`src/rtl/lrup_pkg.sv`:
```
// Shared types and constants for the LRU replacement stack.
package lrup_pkg;

  // Fixed field widths
  localparam int unsigned FcW    = 4;
  localparam int unsigned FaultW = 16;

  // Frame count after reset
  localparam logic [FcW-1:0] FrameCountRst = 4'd8;

  // Saturation value of the fault counter
  localparam logic [FaultW-1:0] FaultMax = '1;

  // Per-cycle command broadcast to every cell of the stack
  typedef struct packed {
    logic upd;  // item accepted: shift/load this cycle
    logic clr;  // invalidate all frames (after the update)
    logic hit;  // referenced page found somewhere in the active frames
  } lrup_cmd_t;

endpackage

```
`src/rtl/lrup_cell.sv`:
```
// One frame of the recency stack: holds a page and its valid bit.
module lrup_cell import lrup_pkg::*; #(
  parameter int unsigned PAGE_BITS = 16,
  parameter int unsigned NW        = 4,
  parameter int unsigned CELL_IDX  = 0
) (
  input  logic                 clk_i,
  input  logic                 rst_ni,
  input  lrup_cmd_t            cmd_i,
  input  logic [NW-1:0]        n_i,
  input  logic [PAGE_BITS-1:0] pg_i,
  input  logic [PAGE_BITS-1:0] nb_page_i,
  input  logic                 nb_valid_i,
  input  logic                 match_i,
  output logic                 match_o,
  output logic [PAGE_BITS-1:0] page_o,
  output logic                 valid_o
);

  localparam logic [NW-1:0] IdxC  = NW'(CELL_IDX);
  localparam logic [NW-1:0] IdxP1 = NW'(CELL_IDX + 1);

  logic [PAGE_BITS-1:0] page_q, page_d;
  logic                 valid_q, valid_d;
  logic                 active, top, match_here;

  // Position within the active part of the stack
  assign active = (IdxC < n_i);
  assign top    = (n_i == IdxP1);

  // Match and prefix chain: set from the matching frame onward
  assign match_here = active & valid_q & (page_q == pg_i);
  assign match_o    = match_i | match_here;

  // Next frame contents
  always_comb begin
    page_d  = page_q;
    valid_d = valid_q;
    if (cmd_i.upd) begin
      if (top) begin
        page_d  = pg_i;
        valid_d = 1'b1;
      end else if (active && (!cmd_i.hit || match_o)) begin
        page_d  = nb_page_i;
        valid_d = nb_valid_i;
      end
    end
    if (cmd_i.clr) begin
      valid_d = 1'b0;
    end
  end

  // Valid bit is control state, page is payload
  always_ff @(posedge clk_i or negedge rst_ni) begin
    if (!rst_ni) begin
      valid_q <= 1'b0;
    end else begin
      valid_q <= valid_d;
    end
  end

  always_ff @(posedge clk_i) begin
    page_q <= page_d;
  end

  assign page_o  = page_q;
  assign valid_o = valid_q;

endmodule

```
`src/rtl/lru_page_replacement.sv`:
```
// LRU page replacement: recency stack built as a row of frame cells.
//
//   channel | direction | handshake                   | payload
//   --------+-----------+-----------------------------+-------------------------------
//   in      | in        | in_valid_i / in_stall_o     | page_i, last_reference_i
//   out     | out       | out_valid_o / out_stall_i   | hit_o, evicted_valid_o,
//           |           |                             | evicted_page_o, fault_count_o,
//           |           |                             | sequence_done_o
//   cfg     | in        | cfg_valid_i / cfg_ready_o   | cfg_data_i (frame count)
//
// One item per cycle while the output is not stalled; the result is registered and appears the cycle after accept.
// The critical path is the match compare plus the prefix-match chain through the cells.
// Reset invalidates all frames, clears the fault count and sets the frame count to 8.
// A stalled result holds the output register; a new item is taken in the cycle the
// held result leaves. A frame count write invalidates all frames and keeps the fault count.
module lru_page_replacement import lrup_pkg::*; #(
  parameter int unsigned MAX_FRAMES = 8,
  parameter int unsigned PAGE_BITS  = 16
) (
  input  logic                 clk_i,
  input  logic                 rst_ni,
  // configuration
  input  logic                 cfg_valid_i,
  output logic                 cfg_ready_o,
  input  logic [FcW-1:0]       cfg_data_i,
  // input items
  input  logic                 in_valid_i,
  output logic                 in_stall_o,
  input  logic [PAGE_BITS-1:0] page_i,
  input  logic                 last_reference_i,
  // result items
  output logic                 out_valid_o,
  input  logic                 out_stall_i,
  output logic                 hit_o,
  output logic                 evicted_valid_o,
  output logic [PAGE_BITS-1:0] evicted_page_o,
  output logic [FaultW-1:0]    fault_count_o,
  output logic                 sequence_done_o
);

  localparam int unsigned NW = $clog2(MAX_FRAMES + 1);

  logic [FcW-1:0]       frame_count_q;
  logic [FaultW-1:0]    fault_q, fault_d;
  logic                 out_valid_q;
  logic                 hit_q, ev_valid_q, done_q;
  logic [PAGE_BITS-1:0] ev_page_q;
  logic [FaultW-1:0]    fault_cnt_q;

  logic                 accept, cfg_we;
  logic [NW-1:0]        n_eff;
  logic [7:0]           fc8;
  lrup_cmd_t            cmd;
  logic                 hit;
  logic                 ev_valid;
  logic [PAGE_BITS-1:0] ev_page;
  logic [FaultW-1:0]    fault_nxt;

  logic [PAGE_BITS-1:0] page_w  [MAX_FRAMES+1];
  logic                 valid_w [MAX_FRAMES+1];
  logic                 match_w [MAX_FRAMES+1];

  // Handshakes
  assign cfg_ready_o = 1'b1;
  assign cfg_we      = cfg_valid_i & cfg_ready_o;
  assign in_stall_o  = out_valid_q & out_stall_i;
  assign accept      = in_valid_i & ~in_stall_o;

  // Effective frame count: zero acts as one, large values clip to the maximum
  assign fc8 = 8'(frame_count_q);
  always_comb begin
    if (frame_count_q == '0) begin
      n_eff = NW'(1);
    end else if (fc8 > 8'(MAX_FRAMES)) begin
      n_eff = NW'(MAX_FRAMES);
    end else begin
      n_eff = NW'(frame_count_q);
    end
  end

  // Chain ends
  assign page_w[MAX_FRAMES]  = page_i;
  assign valid_w[MAX_FRAMES] = 1'b0;
  assign match_w[0]          = 1'b0;
  assign hit                 = match_w[MAX_FRAMES];

  assign cmd.upd = accept;
  assign cmd.clr = (accept & last_reference_i) | cfg_we;
  assign cmd.hit = hit;

  // Row of frame cells, frame 0 is least recently used
  for (genvar i = 0; i < MAX_FRAMES; i++) begin : g_cell
    lrup_cell #(
      .PAGE_BITS (PAGE_BITS),
      .NW        (NW),
      .CELL_IDX  (i)
    ) u_cell (
      .clk_i      (clk_i),
      .rst_ni     (rst_ni),
      .cmd_i      (cmd),
      .n_i        (n_eff),
      .pg_i       (page_i),
      .nb_page_i  (page_w[i+1]),
      .nb_valid_i (valid_w[i+1]),
      .match_i    (match_w[i]),
      .match_o    (match_w[i+1]),
      .page_o     (page_w[i]),
      .valid_o    (valid_w[i])
    );
  end

  // Eviction and fault counting
  assign ev_valid  = ~hit & valid_w[0];
  assign ev_page   = ev_valid ? page_w[0] : '0;
  assign fault_nxt = (!hit && fault_q != FaultMax) ? fault_q + FaultW'(1) : fault_q;

  always_comb begin
    fault_d = fault_q;
    if (accept) begin
      fault_d = last_reference_i ? '0 : fault_nxt;
    end
  end

  // Control state
  always_ff @(posedge clk_i or negedge rst_ni) begin
    if (!rst_ni) begin
      frame_count_q <= FrameCountRst;
      fault_q       <= '0;
      out_valid_q   <= 1'b0;
    end else begin
      if (cfg_we) begin
        frame_count_q <= cfg_data_i;
      end
      fault_q <= fault_d;
      if (accept) begin
        out_valid_q <= 1'b1;
      end else if (!out_stall_i) begin
        out_valid_q <= 1'b0;
      end
    end
  end

  // Result register
  always_ff @(posedge clk_i) begin
    if (accept) begin
      hit_q       <= hit;
      ev_valid_q  <= ev_valid;
      ev_page_q   <= ev_page;
      fault_cnt_q <= fault_nxt;
      done_q      <= last_reference_i;
    end
  end

  assign out_valid_o     = out_valid_q;
  assign hit_o           = hit_q;
  assign evicted_valid_o = ev_valid_q;
  assign evicted_page_o  = ev_page_q;
  assign fault_count_o   = fault_cnt_q;
  assign sequence_done_o = done_q;

endmodule

```
`config.mk`:
```
export PLATFORM = sky130hd
export DESIGN_NAME = lru_page_replacement
export DESIGN_NICKNAME = d
export VERILOG_FILES = /design/src/rtl/lrup_pkg.sv /design/src/rtl/lrup_cell.sv /design/src/rtl/lru_page_replacement.sv
export SDC_FILE = /design/constraint.sdc
export NUM_CORES = 1
export LEC_CHECK = 0
export BUFFER_PORTS_ARGS = -buffer_cell sky130_fd_sc_hd__buf_2
export CAP_MARGIN = 40
export CORE_ASPECT_RATIO = 0.8
export CORE_MARGIN = 2
export CORE_UTILIZATION = 25
export DETAILED_ROUTE_END_ITERATION = 6
export PLACE_DENSITY = 0.42
export SLEW_MARGIN = 5
export SYNTH_ARGS = -nofsm -noshare
export SYNTH_HDL_FRONTEND = slang
export SYNTH_SLANG_ARGS = --single-unit
```
`constraint.sdc`:
```
create_clock -name clk_i -period 3.3 [get_ports clk_i]
set_input_delay 0 -clock clk_i [delete_from_list [all_inputs] [get_ports clk_i]]
set_output_delay 0 -clock clk_i [all_outputs]
set_load 0.02 [all_outputs]
```
==> summary.md, run 1 <==
| Metric | Value |
|---|---|
| Final Wtd Congestion | around 0.88 |
| Core area | approximately 42000 um^2 |
| Final Instance Area | 12500 um^2 |
| Gr ovfl total | 0 |
| Syn_area_per_cell | 12.2 um^2 |
| Status | finished clean |
| Crit. End Element | flop |
| # rows | 67 |
| Setup slack at placement | roughly 0.34 ns |
| Final hold vios | 0 |
| DIE HEIGHT | 188 um |
| Sw frac | 0.283 |
| Commonest non-fill, non-tap cells in the layout | 163 x edfxtp_1, 102 x mux2_2, 96 x nand2_1 |
| MaxCap Viol Count | 0 |
| Clock latency on the worst-skew pair | 0.45 ns |
| Via count | just under 7k |
| Peak supply drop | between 0.2 and 0.25 mV |
| Clk sink count | ~190 |
| Iteration-0 DRC count of the detailed router | about 550 |
| Vias in the first global route | 6934 |
| Combinational share of power | 0.168 |
| Clock power share | 0.327 |
| EDFF count, synth | between 150 and 200 |
| Worst Max-Slew Pin Slew | between 0.7 and 0.8 ns |
| Full die area | around 44000 um^2 |
| Period minus WS final | 3.03 ns |
| CTS resizes | 0 |
| Routed vias/inst | between 4 and 5 |
| Initial antenna violation count | 0 |
| Post-route worst setup slack | roughly 0.27 ns |
| Unrepaired setup endpoints after global routing | no |
| CP startpoint kind | flop |
| Top_reg_cell synth | edfxtp_1 |
| Most common cell after layout, fill and taps aside | edfxtp_1 |
| Arr. time, crit path | roughly 3.4 ns |
| Syn nets | between 800 and 900 |
| Synth top area share | 0.465 |
| Final period utilization | 0.917 |
| Synth Instances | roughly 860 |
| Internal Power | around 4.3 mW |
| Syn-to-layout area delta | 18.6% |
| Largest net degree at the start of global routing | 30 |
| IO Pins | 64 |
| Max Slew Vio Count | 0 |
| Synth cell types | 70 |
| Setup TNS Final | 0 ns |
| Root Driver | clkbuf_16 |
| ANT nets after route | 0 |
| Worst setup path class | reg2reg |
| Global-route wire length before repair | around 44000 um |
| Share of cells above drive strength 1 | 0.279 |
| Synthesized area | approximately 11000 um^2 |
| Postcts setup bufs | 0 |
| Headroom to the max-slew limit | 0.484 |
| Inst Count DP | around 1.5k |
| WP data required | approximately 3.7 ns |
| CTS max path bufs | 2 |
| DP HPWL | between 20000 and 25000 um |
| WL final | roughly 28000 um |
| # diodes | 0 |
| Sw Pwr | roughly 1.7 mW |
| Sequential group share of total power | 0.506 |
| Area after DPL | between 10000 and 15000 um^2 |
| Final Skew | approximately 0.012 ns |
| Detailed-route wire length per cell | about 18 um |
| Synth warn | 0 |
| Fin nets | a little under 1k |
| Reg clk slew, reported paths | ~0.080 ns |
| CTS tree | yes |
| Post-synthesis sequential element count | between 150 and 200 |
| Non-Filler Instances | 1524 |
| Hold_buf cts | 18 |
| Total CTS buffers | 17 |
| Leading post-synthesis cells by cell area | edfxtp_1 46%, mux2_2 11%, xnor2_1 7.8% |
| Detailed Routing Iterations Pass 1 | 5 |
| Final core utilization | 0.299 |
| Worst min path class | in2reg |
| Pleak | around 4.5 nW |
| Die width | between 200 and 250 um |
| CTS H-tree depth | 4 |
| Endpoints failing setup | 0 |
| Total GRT Usage | 0.134 |
| DRC viols | 0 |
| Sequential share of the synthesized area | 0.534 |
| Max frequency | 331 MHz |
| Synth async-reset ratio | 0.151 |
| PwrDens | between 400 and 500 nW/um^2 |
| Max Fanout on Critical Path | 23 |
| # port buffers | 62 |
| Dominant cell type by area after synthesis | edfxtp_1 |
| Initial Util | 0.252 |
## critical path: stages, from the launching register on
cell and delay, ns:
dfrtp_1 0.51, or3_1 0.49, nand3_1 0.11, nor3_1 0.06
a22oi_1 0.41, and4bb_4 0.37, o311ai_4 0.15, buf_8 0.19
or4_1 0.53, o311ai_2 0.09
## state kept, by name (all words and copies together) (netlist names)
name	cells
evicted_page_o	16
evicted_valid_o	1
fault_count_o	16
fault_q	16
frame_count_q	4
g_cell.u_cell.page_o	128
g_cell.u_cell.valid_o	8
hit_o	1
out_valid_o	1
sequence_done_o	1
## through the flow
stage	hold slack [ns]	power, mW
global placement	0.125	4.06
detailed placement	0.116	4.06
global route	0.0206	6.27
finish	0.0141	5.98
floorplan	-0.296	3.71
CTS	0.000578	6.05
## layer usage
metal  part of all wire  up-vias  routed length (um)  track usage
li1                   -     3375                   -            -
met1               0.53     3384               15000        0.206
met2               0.42      106               11900        0.189
met3              0.031       18                 868       0.0251
met4              0.011        0                 315       0.0331
met5                  0        -                   0            0
## layout make-up
class	count	area, um^2
sequential	192	5620
inverter	16	60.1
fill	4300	29300
multi-input combinational	598	4580
timing repair buffer	134	991
tap	552	691
clock buffer	17	425
clock inverter	15	109
## cells in the mapped netlist, types with 5 or more instances
| cell | n |
|---|---|
| nor2_1 | 25 |
| nand2_1 | 96 |
| or4_1 | 18 |
| xnor2_1 | 94 |
| o211ai_1 | 5 |
| or3_1 | 7 |
| clkbuf_1 | 18 |
| mux2_2 | 102 |
| o311ai_2 | 6 |
| xor2_1 | 48 |
| and3_1 | 29 |
| nor4_1 | 11 |
| edfxtp_1 | 163 |
| nand3_1 | 27 |
| nor3_1 | 13 |
| nand4b_1 | 8 |
| buf_2 | 30 |
| inv_1 | 16 |
| buf_4 | 7 |
| dfrtp_1 | 28 |
| nand4_1 | 28 |
## power groups by stage
stage               Combinational (mW)  Sequential, mW  Clock, mW
floorplan                        0.634            3.08          0
global placement                 0.989            3.07          0
detailed placement               0.987            3.08          0
CTS                               1.01            3.02       2.02
global route                      1.10            3.05       2.12
finish                            1.00            3.02       1.95
## final timing paths
path / slack, ns / to / start / cells after the start
setup reg to reg: 0.27 / fault_q[3] / frame_count_q[2] / 9
setup / recovery: 0.27 / fault_q[3] / frame_count_q[2] / 9
min in group asynchronous: 0.14 / out_valid_o / rst_ni / 2
max in group asynchronous: 2.64 / g_cell[2].u_cell.valid_o / rst_ni / 2
hold / removal: 0.01 / fault_q[1] / last_reference_i / 2
hold reg to reg: 0.56 / fault_q[6] / fault_q[6] / 2
## cell families (layout without fill, tap and decap cells)
| kind of cell | count (synthesis) | after routing | synth area share |
|---|---|---|---|
| compound gates | 51 | 51 | 0.0435 |
| simple gates | 299 | 299 | 0.158 |
| mux | 104 | 104 | 0.111 |
| fa+ha+maj | 1 | 1 | 0.00119 |
| xor+xnor | 142 | 142 | 0.118 |
| flops | 192 | 192 | 0.534 |
| other cells | 1 | 1 | 0.000356 |
| buf+inv | 74 | 182 | 0.0339 |
Note: power is estimated with default switching activity, not from simulation.
==> run 2, diff against run 1 <==
--- a/config.mk
+++ b/config.mk
@@ -11,7 +11,7 @@
 export CORE_MARGIN = 2
 export CORE_UTILIZATION = 25
 export DETAILED_ROUTE_END_ITERATION = 6
-export PLACE_DENSITY = 0.42
+export PLACE_DENSITY = 0.41
 export SLEW_MARGIN = 5
 export SYNTH_ARGS = -nofsm -noshare
 export SYNTH_HDL_FRONTEND = slang
==> constraint.sdc (replaced) <==
create_clock -name clk_i -period 3.5 [get_ports clk_i]
set_input_delay 0 -clock clk_i [delete_from_list [all_inputs] [get_ports clk_i]]
set_output_delay 0 -clock clk_i [all_outputs]
set_load 0.02 [all_outputs]
==> summary.md, run 2 (synthesis results as in run 1) <==
| Metric | Value |
|---|---|
| Filler cells | 4301 (+0.023%) |
| Initial Util | 0.252 (unchanged) |
| PwrDens | 464 nW/um^2 (-3.2%) |
| Core area | 41700 um^2 (unchanged) |
| Full die area | 43800 um^2 (unchanged) |
| Arr. time, crit path | 3.51 ns (+0.13 ns) |
| CTS H-tree depth | 4 (unchanged) |
| Final Wtd Congestion | 0.799 (-8.9%) |
| Unrepaired setup endpoints after global routing | no |
| Clk sink count | 192 (unchanged) |
| Largest net degree at the start of global routing | 30 (unchanged) |
| Peak supply drop | 0.336 mV (+41%) |
| CP max-delay cell | dfstp_2 |
| Pleak | 4.41 nW (-2.0%) |
| Area after DPL | 11600 um^2 (-1.7%) |
| Endpoints failing setup | 0 (unchanged) |
| Commonest non-fill, non-tap cells in the layout | 163 x edfxtp_1, 102 x mux2_2, 96 x nand2_1 |
| Total GRT Usage | 0.131 (-0.00265) |
| ANT nets after route | 0 (unchanged) |
| Initial antenna violation count | 0 (unchanged) |
| Gr ovfl total | 0 (unchanged) |
| Worst min path class | in2reg |
| WP data required | 3.71 ns (+0.06 ns) |
| # rows | 67 (unchanged) |
| Max frequency | 303 MHz (-8.4%) |
| DRC viols | 0 (unchanged) |
| R2r endpoint | fault_count_o[1] |
| # port buffers | 62 (unchanged) |
| Reg2Reg Setup Slack | 0.20 ns (-0.08 ns) |
| Reg clk slew, reported paths | 0.08 ns (about the same) |
| MaxCap Viol Count | 0 (unchanged) |
| Crit. End Element | flop |
| CTS tree | yes |
| R2R cell count | 8 (-1) |
| Global-route wire length before repair | 43000 um (-1.3%) |
| Via count | 6826 (-0.83%) |
| RR Startpoint | frame_count_q[3] |
| Max Fanout on Critical Path | 14 (-39%) |
| Fin nets | 968 (-1.8%) |
| # diodes | 0 (unchanged) |
| Setup TNS Final | 0 ns (unchanged) |
| IO Pins | 64 (unchanged) |
| Worst Max-Slew Pin Slew | 0.901 ns (+0.128 ns) |
| Total CTS buffers | 17 (unchanged) |
| Detailed Routing Iterations Pass 1 | 5 (unchanged) |
| CP startpoint kind | flop |
| Most common cell after layout, fill and taps aside | edfxtp_1 |
| Routed vias/inst | 4.53 (+0.36%) |
| DIE HEIGHT | 188 um (unchanged) |
| Detailed-route wire length per cell | 18.6 um (+0.87%) |
| Final hold vios | 0 (unchanged) |
| Headroom to the max-slew limit | 0.394 (-0.0896) |
| Iteration-0 DRC count of the detailed router | 558 (+1.6%) |
| Postcts setup bufs | 0 (unchanged) |
| Final Skew | 0.0151 ns (+0.00278 ns) |
| DP HPWL | 21500 um (-1.5%) |
| Max Slew Vio Count | 0 (unchanged) |
| Syn-to-layout area delta | 16.8% |
| WL final | 28100 um (-0.32%) |
| Vias in the first global route | 6875 (-0.85%) |
| Hold depth | 1 (-1) |
| Hold wc startpoint | page_i[11] |
| Crit path cell chain | or2_1 > nand2_1 > or4_1 > nor4_2 > and4bb_4 > o311ai_4 > buf_8 > mux2_2 |
| CTS max path bufs | 2 (unchanged) |
| Root Driver | clkbuf_16 |
| Clock latency on the worst-skew pair | 0.45 ns (about the same) |
| Crit-path max cell delay | 0.75 ns (+0.22 ns) |
| Max reg flops | 128 (unchanged) |
| Status | finished clean |
| Final period utilization | 0.943 (+0.0265) |
| Worst setup path class | reg2reg |
| Die width | 233 um (unchanged) |
| Period minus WS final | 3.30 ns (+0.276 ns) |
| Hold path endpoint | g_cell[7].u_cell.page_o[11] |
| Final Instance Area | 12300 um^2 (-1.5%) |
| Share of cells above drive strength 1 | 0.265 (-0.0136) |
[run 2: cell count changes in the layout (fill, tap and decap cells not counted)]
| cell | previous run | this run |
|---|---|---|
| inv_8 | 1 | 2 |
| clkbuf_1 | 0 | 2 |
| clkinv_2 | 3 | 1 |
| buf_4 | 46 | 36 |
| buf_12 | 7 | 1 |
| clkinvlp_4 | 3 | 0 |
| inv_6 | 4 | 6 |
| bufinv_16 | 0 | 1 |
| clkinv_4 | 2 | 1 |
| dlygate4sd3_1 | 18 | 16 |
[run 2: how the worst max path moves through the flow]
stage,start,end,cells after the start
finish,frame_count_q[3],fault_count_o[1],8
global route,frame_count_q[3],fault_count_o[1],8
CTS,frame_count_q[3],fault_count_o[1],8
detailed placement,frame_count_q[3],fault_count_o[1],8
global placement,frame_count_q[3],fault_count_o[1],7
floorplan,frame_count_q[3],g_cell[5].u_cell.page_o[0],8
[run 2: metal layers]
metal | wire [um] | track usage | up-vias
li1 | - | - | 3342
met1 | 14800 | 0.201 | 3311
met2 | 11800 | 0.186 | 151
met3 | 1110 | 0.0259 | 22
met4 | 400 | 0.0326 | 0
met5 | 0 | 0 | -
[run 2: final cells by class]
type,count,area [um^2],share of cell area
Timing Repair Buffer,116,776,0.0631
Inverter,16,60.1,0.00489
Clock buffer,19,433,0.0352
Sequential cell,192,5620,0.457
Tap cell,552,691,0.0562
Multi-Input combinational cell,598,4580,0.373
Clock inverter,13,126,0.0103
[run 2: stage by stage]
step	utilization	power, mW	std cells	hold slack (ns)	worst slack [ns]
floorplan	-	3.50	864	-0.296	0.348
global placement	0.277	3.80	1457	0.119	0.332
detailed placement	0.277	3.80	1458	0.113	0.191
CTS	0.294	5.76	1506	0.00126	0.181
global route	0.294	5.96	1506	0.00323	0.0791
finish	0.294	5.70	1506	0.0129	0.198
[run 2: critical path: cells and delay by family (launching register included)]
| kind | cells | cell delay, ns |
|---|---|---|
| AOI/OAI and AO/OA | 1 | 0.20 |
| DFF | 1 | 0.75 |
| and+or+nand+nor | 5 | 1.52 |
| buffers and inverters | 1 | 0.23 |
| muxes | 1 | 0.33 |
[run 2: report_power, final]
group	total [mW]	switching (mW)	leakage (nW)	internal, mW
clock network	1.94	0.935	0.276	1.00
registers	2.85	0.141	1.91	2.71
logic	0.906	0.525	2.22	0.382
total	5.70	1.60	4.41	4.10
[run 2: what timing repair did]
item / CTS / global route
gates resized for setup: 0 / 0
hold buffers: 16 / 0
endpoints found under the hold margin: 39 / 0
